<file path="config.mk">
export PLATFORM = sky130hd
export DESIGN_NAME = quantized_two_layer_mlp
export DESIGN_NICKNAME = d
export VERILOG_FILES = /design/src/rtl/core/qmlp_pkg.sv /design/src/rtl/core/qmlp_ram.sv /design/src/rtl/core/qmlp_mac.sv /design/src/rtl/core/quantized_two_layer_mlp.sv
export SDC_FILE = /design/constraint.sdc
export NUM_CORES = 2
export LEC_CHECK = 0
export BUFFER_PORTS_ARGS = -buffer_cell sky130_fd_sc_hd__buf_4
export CORE_MARGIN = 1
export CORE_UTILIZATION = 65
export CTS_CLUSTER_DIAMETER = 150
export DETAILED_ROUTE_END_ITERATION = 6
export PLACE_DENSITY = 0.82
export SKIP_LAST_GASP = 1
export SLEW_MARGIN = 20
export SYNTH_ARGS = -nofsm -noshare
export SYNTH_HDL_FRONTEND = slang
export SYNTH_SLANG_ARGS = --single-unit
</file>
<file path="constraint.sdc">
create_clock -name clk -period 12.1 [get_ports clk]
set_input_delay 1.21 -clock clk [delete_from_list [all_inputs] [get_ports clk]]
set_output_delay 1.21 -clock clk [all_outputs]
set_load 0.01 [all_outputs]
</file>
<file path="src/rtl/core/qmlp_pkg.sv">
// Shared types, constants and helpers for the quantized two-layer MLP.
// No dependencies; used by every module under rtl/core.
package qmlp_pkg;

	// default sizes for the top-level parameters
	localparam int HIDDEN_UNITS_DEF = 16;
	localparam int CLASSES_DEF      = 3;

	// fixed field widths
	localparam int IDX_W     = 6;
	localparam int VAL_W     = 32;
	localparam int SMP_W     = 8;
	localparam int WGT_W     = 8;
	localparam int SCORE_W   = 8;
	localparam int CLS_W     = 2;
	localparam int MULT_W    = 31;
	localparam int SHIFT_W   = 6;
	localparam int ZP_W      = 8;
	localparam int CFG_IDX_W = 3;
	localparam int CFG_W     = 31;

	// datapath widths: accumulator covers a 32-bit bias plus up to 64 int8 products
	localparam int ACC_W  = 34;
	localparam int MAG_W  = 32;
	localparam int PROD_W = 64;
	localparam int Q_W    = 11;
	localparam int RES_W  = 13;

	localparam logic [MAG_W-1:0] MAG_MAX = 32'hFFFF_FFFF;
	localparam logic [Q_W-1:0]   Q_SAT   = 11'd1024;
	localparam logic signed [RES_W-1:0] SCORE_MAX = 13'sd127;
	localparam logic signed [RES_W-1:0] SCORE_MIN = -13'sd128;

	// register reset values
	localparam logic [MULT_W-1:0]  MULT_RST  = 31'd1073741824;
	localparam logic [SHIFT_W-1:0] SHIFT_RST = 6'd31;
	localparam logic [ZP_W-1:0]    ZP_RST    = 8'd0;

	typedef enum logic {
		CMD_LOAD  = 1'b0,
		CMD_INFER = 1'b1
	} cmd_t;

	typedef enum logic [1:0] {
		TBL_HW = 2'd0,
		TBL_HB = 2'd1,
		TBL_FW = 2'd2,
		TBL_FB = 2'd3
	} tbl_t;

	typedef enum logic [CFG_IDX_W-1:0] {
		REG_HMULT  = 3'd0,
		REG_HSHIFT = 3'd1,
		REG_HZP    = 3'd2,
		REG_FMULT  = 3'd3,
		REG_FSHIFT = 3'd4,
		REG_FZP    = 3'd5
	} reg_t;

	// controls for the shared multiply/accumulate/rescale unit
	typedef struct packed {
		logic mul;        // register a product
		logic mul_scale;  // product is magnitude times multiplier
		logic load;       // accumulator takes the bias
		logic add;        // accumulator adds the product
		logic mag;        // take magnitude of the accumulator
		logic shf;        // shift and saturate the product
	} mac_ctrl_t;

	function automatic logic signed [SCORE_W-1:0] clamp8(input logic signed [RES_W-1:0] v);
		logic signed [RES_W-1:0] t;
		t = v;
		if (v > SCORE_MAX) t = SCORE_MAX;
		if (v < SCORE_MIN) t = SCORE_MIN;
		return t[SCORE_W-1:0];
	endfunction

endpackage

</file>
<file path="src/rtl/core/qmlp_ram.sv">
// Generic single-write, single-read RAM with registered read data.
// No dependencies beyond qmlp_pkg defaults.
module qmlp_ram #(
	parameter int WIDTH = qmlp_pkg::WGT_W,
	parameter int DEPTH = qmlp_pkg::HIDDEN_UNITS_DEF,
	localparam int AW = (DEPTH > 1) ? $clog2(DEPTH) : 1
) (
	input  logic             clk,
	input  logic             we,
	input  logic [AW-1:0]    waddr,
	input  logic [WIDTH-1:0] wdata,
	input  logic [AW-1:0]    raddr,
	output logic [WIDTH-1:0] rdata
);

	logic [WIDTH-1:0] mem_q [DEPTH];
	logic [WIDTH-1:0] rdata_q;

	always_ff @(posedge clk) begin
		if (we) begin
			mem_q[waddr] <= wdata;
		end
		rdata_q <= mem_q[raddr];
	end

	assign rdata = rdata_q;

endmodule

</file>
<file path="src/rtl/core/qmlp_mac.sv">
// Shared arithmetic unit: one multiplier, accumulator, magnitude, shift/saturate.
// Used for both int8 products and requantization. Depends on qmlp_pkg.
module qmlp_mac (
	input  logic                                    clk,
	input  qmlp_pkg::mac_ctrl_t                     ctrl,
	input  logic signed [qmlp_pkg::SMP_W-1:0]       op_a,
	input  logic signed [qmlp_pkg::WGT_W-1:0]       op_b,
	input  logic signed [qmlp_pkg::VAL_W-1:0]       bias,
	input  logic        [qmlp_pkg::MULT_W-1:0]      mult,
	input  logic        [qmlp_pkg::SHIFT_W-1:0]     shift,
	input  logic signed [qmlp_pkg::ZP_W-1:0]        zp,
	output logic signed [qmlp_pkg::RES_W-1:0]       res
);

	logic signed [qmlp_pkg::ACC_W-1:0]  acc_q;
	logic signed [qmlp_pkg::PROD_W-1:0] prod_q;
	logic        [qmlp_pkg::MAG_W-1:0]  mag_q;
	logic                               neg_q;
	logic        [qmlp_pkg::Q_W-1:0]    q_q;

	logic signed [qmlp_pkg::MAG_W:0]    ma;
	logic signed [qmlp_pkg::MULT_W:0]   mb;
	logic signed [qmlp_pkg::MAG_W+qmlp_pkg::MULT_W+1:0] full;
	logic        [qmlp_pkg::ACC_W-1:0]  acc_abs;
	logic        [qmlp_pkg::MAG_W-1:0]  mag_d;
	logic        [qmlp_pkg::PROD_W-2:0] shifted;
	logic        [qmlp_pkg::Q_W-1:0]    q_d;
	logic signed [qmlp_pkg::RES_W-1:0]  sq;

	always_comb begin
		ma = ctrl.mul_scale ? $signed({1'b0, mag_q}) : (qmlp_pkg::MAG_W+1)'(op_a);
		mb = ctrl.mul_scale ? $signed({1'b0, mult}) : (qmlp_pkg::MULT_W+1)'(op_b);
		full = ma * mb;

		acc_abs = acc_q[qmlp_pkg::ACC_W-1] ? qmlp_pkg::ACC_W'(-acc_q) : qmlp_pkg::ACC_W'(acc_q);
		mag_d = (acc_abs > qmlp_pkg::ACC_W'(qmlp_pkg::MAG_MAX)) ? qmlp_pkg::MAG_MAX
			: acc_abs[qmlp_pkg::MAG_W-1:0];

		// requant product is non-negative, so the low 63 bits hold it
		shifted = prod_q[qmlp_pkg::PROD_W-2:0] >> shift;
		q_d = (shifted > (qmlp_pkg::PROD_W-1)'(qmlp_pkg::Q_SAT)) ? qmlp_pkg::Q_SAT
			: shifted[qmlp_pkg::Q_W-1:0];

		sq = $signed({2'b00, q_q});
		res = (neg_q ? -sq : sq) + qmlp_pkg::RES_W'(zp);
	end

	always_ff @(posedge clk) begin
		if (ctrl.mul) begin
			prod_q <= full[qmlp_pkg::PROD_W-1:0];
		end
		if (ctrl.load) begin
			acc_q <= qmlp_pkg::ACC_W'(bias);
		end else if (ctrl.add) begin
			acc_q <= acc_q + $signed(prod_q[qmlp_pkg::ACC_W-1:0]);
		end
		if (ctrl.mag) begin
			mag_q <= mag_d;
			neg_q <= acc_q[qmlp_pkg::ACC_W-1];
		end
		if (ctrl.shf) begin
			q_q <= q_d;
		end
	end

endmodule

</file>
<file path="src/rtl/core/quantized_two_layer_mlp.sv">
// Int8 two-layer MLP with argmax: sequencer, tables and one shared MAC/rescale unit.
// A load request writes its table entry when accepted. An inference runs every product and
// requantization in turn through the single multiplier, and an output stall can hold it.
// Results leave through an output register; no new request is taken during an inference.
// Reset restores register defaults; weight and bias tables are undefined until loaded.
module quantized_two_layer_mlp #(
	parameter int HIDDEN_UNITS = qmlp_pkg::HIDDEN_UNITS_DEF,
	parameter int CLASSES      = qmlp_pkg::CLASSES_DEF
) (
	input  logic                                 clk,
	input  logic                                 arst_n,
	input  logic                                 cfg_write,
	input  logic [qmlp_pkg::CFG_IDX_W-1:0]       cfg_index,
	input  logic [qmlp_pkg::CFG_W-1:0]           cfg_data,
	input  logic                                 item_valid,
	output logic                                 item_stall,
	input  logic                                 cmd,
	input  logic [1:0]                           table_select,
	input  logic [qmlp_pkg::IDX_W-1:0]           entry_index,
	input  logic signed [qmlp_pkg::VAL_W-1:0]    entry_value,
	input  logic signed [qmlp_pkg::SMP_W-1:0]    sample,
	output logic                                 res_valid,
	input  logic                                 res_stall,
	output logic signed [qmlp_pkg::SCORE_W-1:0]  class_score,
	output logic [qmlp_pkg::CLS_W-1:0]           class_index,
	output logic                                 is_last,
	output logic [qmlp_pkg::CLS_W-1:0]           winner
);

	localparam int HW_AW    = (HIDDEN_UNITS > 1) ? $clog2(HIDDEN_UNITS) : 1;
	localparam int FW_FULL  = HIDDEN_UNITS * CLASSES;
	localparam int FW_DEPTH = (FW_FULL > 2**qmlp_pkg::IDX_W) ? 2**qmlp_pkg::IDX_W : FW_FULL;
	localparam int FW_AW    = (FW_DEPTH > 1) ? $clog2(FW_DEPTH) : 1;
	localparam int CL_W     = (CLASSES > 1) ? $clog2(CLASSES) : 1;
	localparam int CNT_W    = $clog2(HIDDEN_UNITS + 1);
	localparam int FA_W     = $clog2(FW_FULL + CLASSES) + 1;

	typedef enum logic [10:0] {
		S_IDLE   = 11'b000_0000_0001,
		S_H_RD   = 11'b000_0000_0010,
		S_H_MUL  = 11'b000_0000_0100,
		S_H_ADD  = 11'b000_0000_1000,
		S_R_MAG  = 11'b000_0001_0000,
		S_R_MUL  = 11'b000_0010_0000,
		S_R_SHF  = 11'b000_0100_0000,
		S_R_FIN  = 11'b000_1000_0000,
		S_F_BIAS = 11'b001_0000_0000,
		S_F_LOAD = 11'b010_0000_0000,
		S_F_MAC  = 11'b100_0000_0000
	} state_t;

	state_t state_q;

	// configuration registers
	logic [qmlp_pkg::MULT_W-1:0]      hmult_q, fmult_q;
	logic [qmlp_pkg::SHIFT_W-1:0]     hshift_q, fshift_q;
	logic signed [qmlp_pkg::ZP_W-1:0] hzp_q, fzp_q;

	always_ff @(posedge clk or negedge arst_n) begin
		if (!arst_n) begin
			hmult_q  <= qmlp_pkg::MULT_RST;
			hshift_q <= qmlp_pkg::SHIFT_RST;
			hzp_q    <= qmlp_pkg::ZP_RST;
			fmult_q  <= qmlp_pkg::MULT_RST;
			fshift_q <= qmlp_pkg::SHIFT_RST;
			fzp_q    <= qmlp_pkg::ZP_RST;
		end else if (cfg_write) begin
			case (cfg_index)
				qmlp_pkg::REG_HMULT:  hmult_q  <= cfg_data;
				qmlp_pkg::REG_HSHIFT: hshift_q <= cfg_data[qmlp_pkg::SHIFT_W-1:0];
				qmlp_pkg::REG_HZP:    hzp_q    <= cfg_data[qmlp_pkg::ZP_W-1:0];
				qmlp_pkg::REG_FMULT:  fmult_q  <= cfg_data;
				qmlp_pkg::REG_FSHIFT: fshift_q <= cfg_data[qmlp_pkg::SHIFT_W-1:0];
				qmlp_pkg::REG_FZP:    fzp_q    <= cfg_data[qmlp_pkg::ZP_W-1:0];
				default: ;
			endcase
		end
	end

	// request side
	logic item_acc, load_acc;
	logic hw_we, hb_we, fw_we, fb_we;

	assign item_stall = (state_q != S_IDLE);
	assign item_acc   = item_valid && !item_stall;
	assign load_acc   = item_acc && (cmd == qmlp_pkg::CMD_LOAD);

	assign hw_we = load_acc && (table_select == qmlp_pkg::TBL_HW)
		&& (32'(entry_index) < HIDDEN_UNITS);
	assign hb_we = load_acc && (table_select == qmlp_pkg::TBL_HB)
		&& (32'(entry_index) < HIDDEN_UNITS);
	assign fw_we = load_acc && (table_select == qmlp_pkg::TBL_FW)
		&& (32'(entry_index) < FW_FULL);
	assign fb_we = load_acc && (table_select == qmlp_pkg::TBL_FB)
		&& (32'(entry_index) < CLASSES);

	// sequencer registers
	logic [CNT_W-1:0] cnt_q;
	logic [CL_W-1:0]  c_q;
	logic [FA_W-1:0]  fw_addr_q;
	logic             final_q;
	logic             rdv_s1, mulv_s2;
	logic signed [qmlp_pkg::SMP_W-1:0] sample_q;

	// tables
	logic [qmlp_pkg::WGT_W-1:0] hw_rdata, fw_rdata, hv_rdata;
	logic [qmlp_pkg::VAL_W-1:0] hb_rdata, fb_rdata;
	logic                       hv_we;
	logic signed [qmlp_pkg::SCORE_W-1:0] hv_wdata;

	qmlp_ram #(.WIDTH(qmlp_pkg::WGT_W), .DEPTH(HIDDEN_UNITS)) u_hw_ram (
		.clk(clk), .we(hw_we), .waddr(entry_index[HW_AW-1:0]),
		.wdata(entry_value[qmlp_pkg::WGT_W-1:0]),
		.raddr(cnt_q[HW_AW-1:0]), .rdata(hw_rdata)
	);

	qmlp_ram #(.WIDTH(qmlp_pkg::VAL_W), .DEPTH(HIDDEN_UNITS)) u_hb_ram (
		.clk(clk), .we(hb_we), .waddr(entry_index[HW_AW-1:0]), .wdata(entry_value),
		.raddr(cnt_q[HW_AW-1:0]), .rdata(hb_rdata)
	);

	qmlp_ram #(.WIDTH(qmlp_pkg::WGT_W), .DEPTH(FW_DEPTH)) u_fw_ram (
		.clk(clk), .we(fw_we), .waddr(entry_index[FW_AW-1:0]),
		.wdata(entry_value[qmlp_pkg::WGT_W-1:0]),
		.raddr(fw_addr_q[FW_AW-1:0]), .rdata(fw_rdata)
	);

	qmlp_ram #(.WIDTH(qmlp_pkg::VAL_W), .DEPTH(CLASSES)) u_fb_ram (
		.clk(clk), .we(fb_we), .waddr(entry_index[CL_W-1:0]), .wdata(entry_value),
		.raddr(c_q), .rdata(fb_rdata)
	);

	qmlp_ram #(.WIDTH(qmlp_pkg::SCORE_W), .DEPTH(HIDDEN_UNITS)) u_hv_ram (
		.clk(clk), .we(hv_we), .waddr(cnt_q[HW_AW-1:0]), .wdata(hv_wdata),
		.raddr(cnt_q[HW_AW-1:0]), .rdata(hv_rdata)
	);

	// shared unit
	qmlp_pkg::mac_ctrl_t ctrl;
	logic signed [qmlp_pkg::SMP_W-1:0]   op_a;
	logic signed [qmlp_pkg::WGT_W-1:0]   op_b;
	logic signed [qmlp_pkg::VAL_W-1:0]   bias;
	logic        [qmlp_pkg::MULT_W-1:0]  mult;
	logic        [qmlp_pkg::SHIFT_W-1:0] shift;
	logic signed [qmlp_pkg::ZP_W-1:0]    zp;
	logic signed [qmlp_pkg::RES_W-1:0]   res;

	assign op_a  = final_q ? $signed(hv_rdata) : sample_q;
	assign op_b  = final_q ? $signed(fw_rdata) : $signed(hw_rdata);
	assign bias  = final_q ? $signed(fb_rdata) : $signed(hb_rdata);
	assign mult  = final_q ? fmult_q : hmult_q;
	assign shift = final_q ? fshift_q : hshift_q;
	assign zp    = final_q ? fzp_q : hzp_q;

	qmlp_mac u_mac (
		.clk(clk), .ctrl(ctrl), .op_a(op_a), .op_b(op_b), .bias(bias),
		.mult(mult), .shift(shift), .zp(zp), .res(res)
	);

	// hidden value: ReLU at the zero point, then clamp
	logic signed [qmlp_pkg::RES_W-1:0] zp_ext, relu;

	assign zp_ext   = qmlp_pkg::RES_W'(hzp_q);
	assign relu     = (res < zp_ext) ? zp_ext : res;
	assign hv_wdata = qmlp_pkg::clamp8(relu);

	// score and running argmax
	logic signed [qmlp_pkg::SCORE_W-1:0] score, best_score_q;
	logic [CL_W-1:0]  best_idx_q, best_idx_d;
	logic             last_class, out_free, out_load;
	logic [31:0]      cidx_ext, widx_ext;

	assign score      = qmlp_pkg::clamp8(res);
	assign last_class = (c_q == CL_W'(CLASSES - 1));
	assign best_idx_d = ((c_q == '0) || (score > best_score_q)) ? c_q : best_idx_q;
	assign cidx_ext   = 32'(c_q);
	assign widx_ext   = 32'(best_idx_d);
	assign out_free   = !res_valid || !res_stall;

	always_comb begin
		ctrl     = '0;
		hv_we    = 1'b0;
		out_load = 1'b0;
		case (state_q)
			S_H_MUL: begin
				ctrl.mul  = 1'b1;
				ctrl.load = 1'b1;
			end
			S_H_ADD: ctrl.add = 1'b1;
			S_R_MAG: ctrl.mag = 1'b1;
			S_R_MUL: begin
				ctrl.mul       = 1'b1;
				ctrl.mul_scale = 1'b1;
			end
			S_R_SHF: ctrl.shf = 1'b1;
			S_R_FIN: begin
				hv_we    = !final_q;
				out_load = final_q && out_free;
			end
			S_F_LOAD: ctrl.load = 1'b1;
			S_F_MAC: begin
				ctrl.mul = rdv_s1;
				ctrl.add = mulv_s2;
			end
			default: ;
		endcase
	end

	always_ff @(posedge clk or negedge arst_n) begin
		if (!arst_n) begin
			state_q   <= S_IDLE;
			cnt_q     <= '0;
			c_q       <= '0;
			fw_addr_q <= '0;
			final_q   <= 1'b0;
			rdv_s1    <= 1'b0;
			mulv_s2   <= 1'b0;
			res_valid <= 1'b0;
		end else begin
			rdv_s1  <= 1'b0;
			mulv_s2 <= (state_q == S_F_MAC) && rdv_s1;
			if (out_load) begin
				res_valid <= 1'b1;
			end else if (!res_stall) begin
				res_valid <= 1'b0;
			end
			case (state_q)
				S_IDLE: begin
					if (item_acc && (cmd == qmlp_pkg::CMD_INFER)) begin
						state_q <= S_H_RD;
						cnt_q   <= '0;
						final_q <= 1'b0;
					end
				end
				S_H_RD:  state_q <= S_H_MUL;
				S_H_MUL: state_q <= S_H_ADD;
				S_H_ADD: state_q <= S_R_MAG;
				S_R_MAG: state_q <= S_R_MUL;
				S_R_MUL: state_q <= S_R_SHF;
				S_R_SHF: state_q <= S_R_FIN;
				S_R_FIN: begin
					if (!final_q) begin
						if (cnt_q == CNT_W'(HIDDEN_UNITS - 1)) begin
							state_q <= S_F_BIAS;
							final_q <= 1'b1;
							c_q     <= '0;
						end else begin
							cnt_q   <= cnt_q + 1'b1;
							state_q <= S_H_RD;
						end
					end else if (out_free) begin
						if (last_class) begin
							state_q <= S_IDLE;
						end else begin
							c_q     <= c_q + 1'b1;
							state_q <= S_F_BIAS;
						end
					end
				end
				S_F_BIAS: begin
					cnt_q     <= '0;
					fw_addr_q <= FA_W'(c_q);
					state_q   <= S_F_LOAD;
				end
				S_F_LOAD: begin
					// first read of the dot product goes out with the bias load
					cnt_q     <= cnt_q + 1'b1;
					fw_addr_q <= fw_addr_q + FA_W'(CLASSES);
					rdv_s1    <= 1'b1;
					state_q   <= S_F_MAC;
				end
				S_F_MAC: begin
					if (cnt_q != CNT_W'(HIDDEN_UNITS)) begin
						cnt_q     <= cnt_q + 1'b1;
						fw_addr_q <= fw_addr_q + FA_W'(CLASSES);
						rdv_s1    <= 1'b1;
					end else if (!rdv_s1 && mulv_s2) begin
						// last product is added this cycle
						state_q <= S_R_MAG;
					end
				end
				default: state_q <= S_IDLE;
			endcase
		end
	end

	// payload registers
	always_ff @(posedge clk) begin
		if (item_acc && (cmd == qmlp_pkg::CMD_INFER)) begin
			sample_q <= sample;
		end
		if (out_load) begin
			best_idx_q   <= best_idx_d;
			best_score_q <= ((c_q == '0) || (score > best_score_q)) ? score : best_score_q;
			class_score  <= score;
			class_index  <= cidx_ext[qmlp_pkg::CLS_W-1:0];
			is_last      <= last_class;
			winner       <= last_class ? widx_ext[qmlp_pkg::CLS_W-1:0] : '0;
		end
	end

endmodule
</file>
==> summary.txt <==
Die
  • Row Count: 147
  • Die area: 163,000 µm²
  • Initial Util: 0.654
  • Die Y: 404 µm
  • Core ar.: 160,000 µm²
  • Die width: 404 µm
  • Ports: 103

Clock network
  • CTS tree: done
  • Clock Path Buffers: 3
  • CTS Sinks: 1,626
  • PostCTS Resize Cnt: 0
  • Clk_lat worst skew: 0.80 ns
  • CTS Hold Bufs: 0
  • Root Buffer: clkbuf_16
  • Clk slew on worst S/H paths: 0.07 ns
  • Num CTS Buffers: 147
  • H-tree depth: 4
  • Number of setup buffers added after CTS: 0

Timing
  • Headroom to the max-slew limit: 0.178
  • Worst-margin pin slew: 1.23 ns
  • Worst Skew: 0.0389 ns
  • Crit share post-route: 0.931
  • RSZ-0062 raised after global routing: no
  • # setup viols final: 0
  • Final setup TNS: 0 ns
  • Highest achievable clock rate: 0.0888 GHz
  • Slew Limit Fails: 0
  • Minimum clock period after layout: 11.26 ns
  • Endpoints failing hold: 0

Finish
  • Reg area: 47,400 µm²
  • Final #Nets: 9,519
  • Non-Filler Instances: 10,400
  • Layout cell share with drive strength beyond 1: 0.134
  • Fill count: 10,100
  • Multi-input logic area: 52,300 µm²
  • Area grow syn2layout: 8.02%

Placed design
  • PortBufs: 102
  • Final HPWL DP: 209 mm
  • Gp weighted congestion: 1.03
  • Placed insts: 10,100

Setup path
  • Reg2reg start: state_q[4]$_DFFE_PN0P_
  • Worst setup endpoint: u_mac.prod_q[62]$_DFFE_PP_
  • Crit-path max FO: 36
  • CP endpoint kind: flip-flop
  • CP peak stage delay: 0.83 ns
  • RR Endpoint: u_mac.prod_q[62]$_DFFE_PP_
  • Slowest CP cell: fa_1
  • Worst setup SP type: flip-flop
  • Worst EP required: 12.62 ns
  • R2R Setup Slk: 0.84 ns
  • Most frequent CP cell: fa_1
  • Reg2reg path depth: 32
  • Arrival @ worst endpoint: 11.79 ns
  • CP startpoint: state_q[4]$_DFFE_PN0P_
  • Critical path type: reg -> reg

Synthesis
  • Synth Area in Adders: 0.239
  • Top cells by count, synth: edfxtp_1, fa_1, inv_1
  • Syn_nets: 9,506
  • Cell Area, Synth: 105,000 µm²
  • Post-synthesis simple-gate area fraction: 0.0784
  • Dominant combinational cell family by area after synthesis: adder cells
  • Area share of the largest cell type after synthesis: 0.406
  • Synth warn: 0
  • Commonest register cell after synthesis: edfxtp_1
  • Yosys reg bits: 1,626
  • Compound-Gate Fraction of Synth Area: 0.0456
  • Cell accounting for the most synthesized area: edfxtp_1
  • Number of synthesized flops with an enable pin: 1,420
  • Mean Syn Cell Area: 13.0 µm²
  • Post-synth ARST share: 0.0726
  • Register area share after synthesis: 0.451
  • Synth top area cells: edfxtp_1, fa_1, mux4_2
  • Cell count after synthesis: 8,066
  • Library cells used by synthesis: 85
  • XOR/XNOR share of the synthesized area: 0.0132
  • Top-count cell post-synth: edfxtp_1
  • Multiplexer share of the synthesized area: 0.119

Route
  • Vias post-DR: 68,400
  • DR iter-0 viols: 8,909
  • DRT met1 WL: 103 mm
  • ANT nets after route: 0
  • DR pass1 iterations: 6
  • Met3 Wirelength: 37.0 mm
  • Routed len/inst: 29.3 µm
  • DRC: 0
  • Met2 wire length: 143 mm
  • Vias per cell: 6.60
  • DRT Wirelength: 304 mm
  • Top routing layer used: met5

Run
  • Max Cap Viol: 0

GRT
  • First-pass GRT wire length: 454 mm
  • GRT Util Overall: 0.383
  • Congestion Overflow GR: 0
  • Pin count of the biggest net entering global routing: 133
  • Vias in the first global route: 71,800
  • Initial antenna violation count: 15

Hold path
  • Type of the worst min-delay path: in -> async

Outcome
  • Outcome: complete, no violations
per-layer routing:
layer  vias to the layer above  GRT usage
met4                        26      0.223
met3                      1121      0.102
met1                     34700      0.486
met2                      4972      0.598
li1                      27600          -
met5                         -          0
per-stage QoR:
step	util	hold WS, ns	area [µm²]	setup slack (ns)
after detailed placement	0.675	0.432	108000	1.11
after CTS	0.706	0.347	113000	1.06
after global placement	0.675	0.425	108000	1.44
after floorplan	-	0.422	105000	2.59
after global routing	0.707	0.369	113000	0.371
final	0.707	0.361	113000	0.836
worst min-delay path by stage:
stage | start | to | cells after the start | slack [ns]
after floorplan | u_fb_ram.mem_q[2][0]$_DFFE_PP_ | u_fb_ram.rdata[0]$_DFF_P_ | 2 | 0.42
after global placement | u_fb_ram.mem_q[2][6]$_DFFE_PP_ | u_fb_ram.rdata[6]$_DFF_P_ | 2 | 0.43
after detailed placement | u_fb_ram.mem_q[2][8]$_DFFE_PP_ | u_fb_ram.rdata[8]$_DFF_P_ | 2 | 0.43
after CTS | arst_n | hzp_q[7]$_DFFE_PN0P_ | 1 | 0.35
after global routing | arst_n | res_valid$_DFFE_PN0P_ | 1 | 0.37
final | arst_n | res_valid$_DFFE_PN0P_ | 1 | 0.36
cells by family after synthesis:
logic type / count (synthesis)
multiplexers: 735
AO/OA/AOI/OAI: 766
buffers and inverters: 1462
flip-flops: 1626
XOR/XNOR: 158
AND/OR/NAND/NOR: 1967
adder cells (fa/ha/maj): 1352
sequential cells by signal (all words and copies together) (netlist names), 32 cells and up:
| register | flops |
|---|---|
| u_hw_ram.mem_q | 128 |
| u_fb_ram.rdata | 32 |
| u_mac.prod_q | 63 |
| u_fb_ram.mem_q | 96 |
| u_hb_ram.rdata | 32 |
| u_mac.acc_q | 34 |
| u_fw_ram.mem_q | 384 |
| u_mac.mag_q | 32 |
| u_hv_ram.mem_q | 128 |
| u_hb_ram.mem_q | 512 |
layout make-up:
| cell class | count | area share |
|---|---|---|
| clock buffers | 193 | 0.0354 |
| flip-flops and latches | 1626 | 0.418 |
| multi-input cells | 4978 | 0.461 |
| repair buffers | 264 | 0.0177 |
| inverters | 1062 | 0.0352 |
| well taps | 2160 | 0.0238 |
| clock inverters | 82 | 0.00836 |
| diodes | 7 | 0.000155 |
critical path: cells and delay by family (launching register included):
family / cells / cell delay, ns
fa+ha+maj: 9 / 4.71
simple gates: 10 / 2.79
buf+inv: 8 / 1.95
compound gates: 4 / 0.98
flops: 1 / 0.41
xor+xnor: 1 / 0.15
cell usage in the layout, fill, tap and decap left out, types with 37 or more instances in the layout:
cell type and instances:
nand2_1 859, and2_1 38, fa_1 1094, nor3_1 56, xor2_1 55, inv_1 1061, edfxtp_1 1420, a21oi_1 163
xnor2_1 103, o21ai_1 37, nand3_1 69, nor2_1 727, buf_4 261, mux2i_1 199, a211oi_1 41, dfxtp_1 88
o21ai_0 198, ha_1 258, o21a_1 61, mux4_2 378, clkbuf_16 150, a21o_1 53, dfrtp_1 96, mux2_2 139
Power is left out: the tool's default activity adds up to more than one toggle a clock period on the data nets, which glitch-free logic cannot reach.
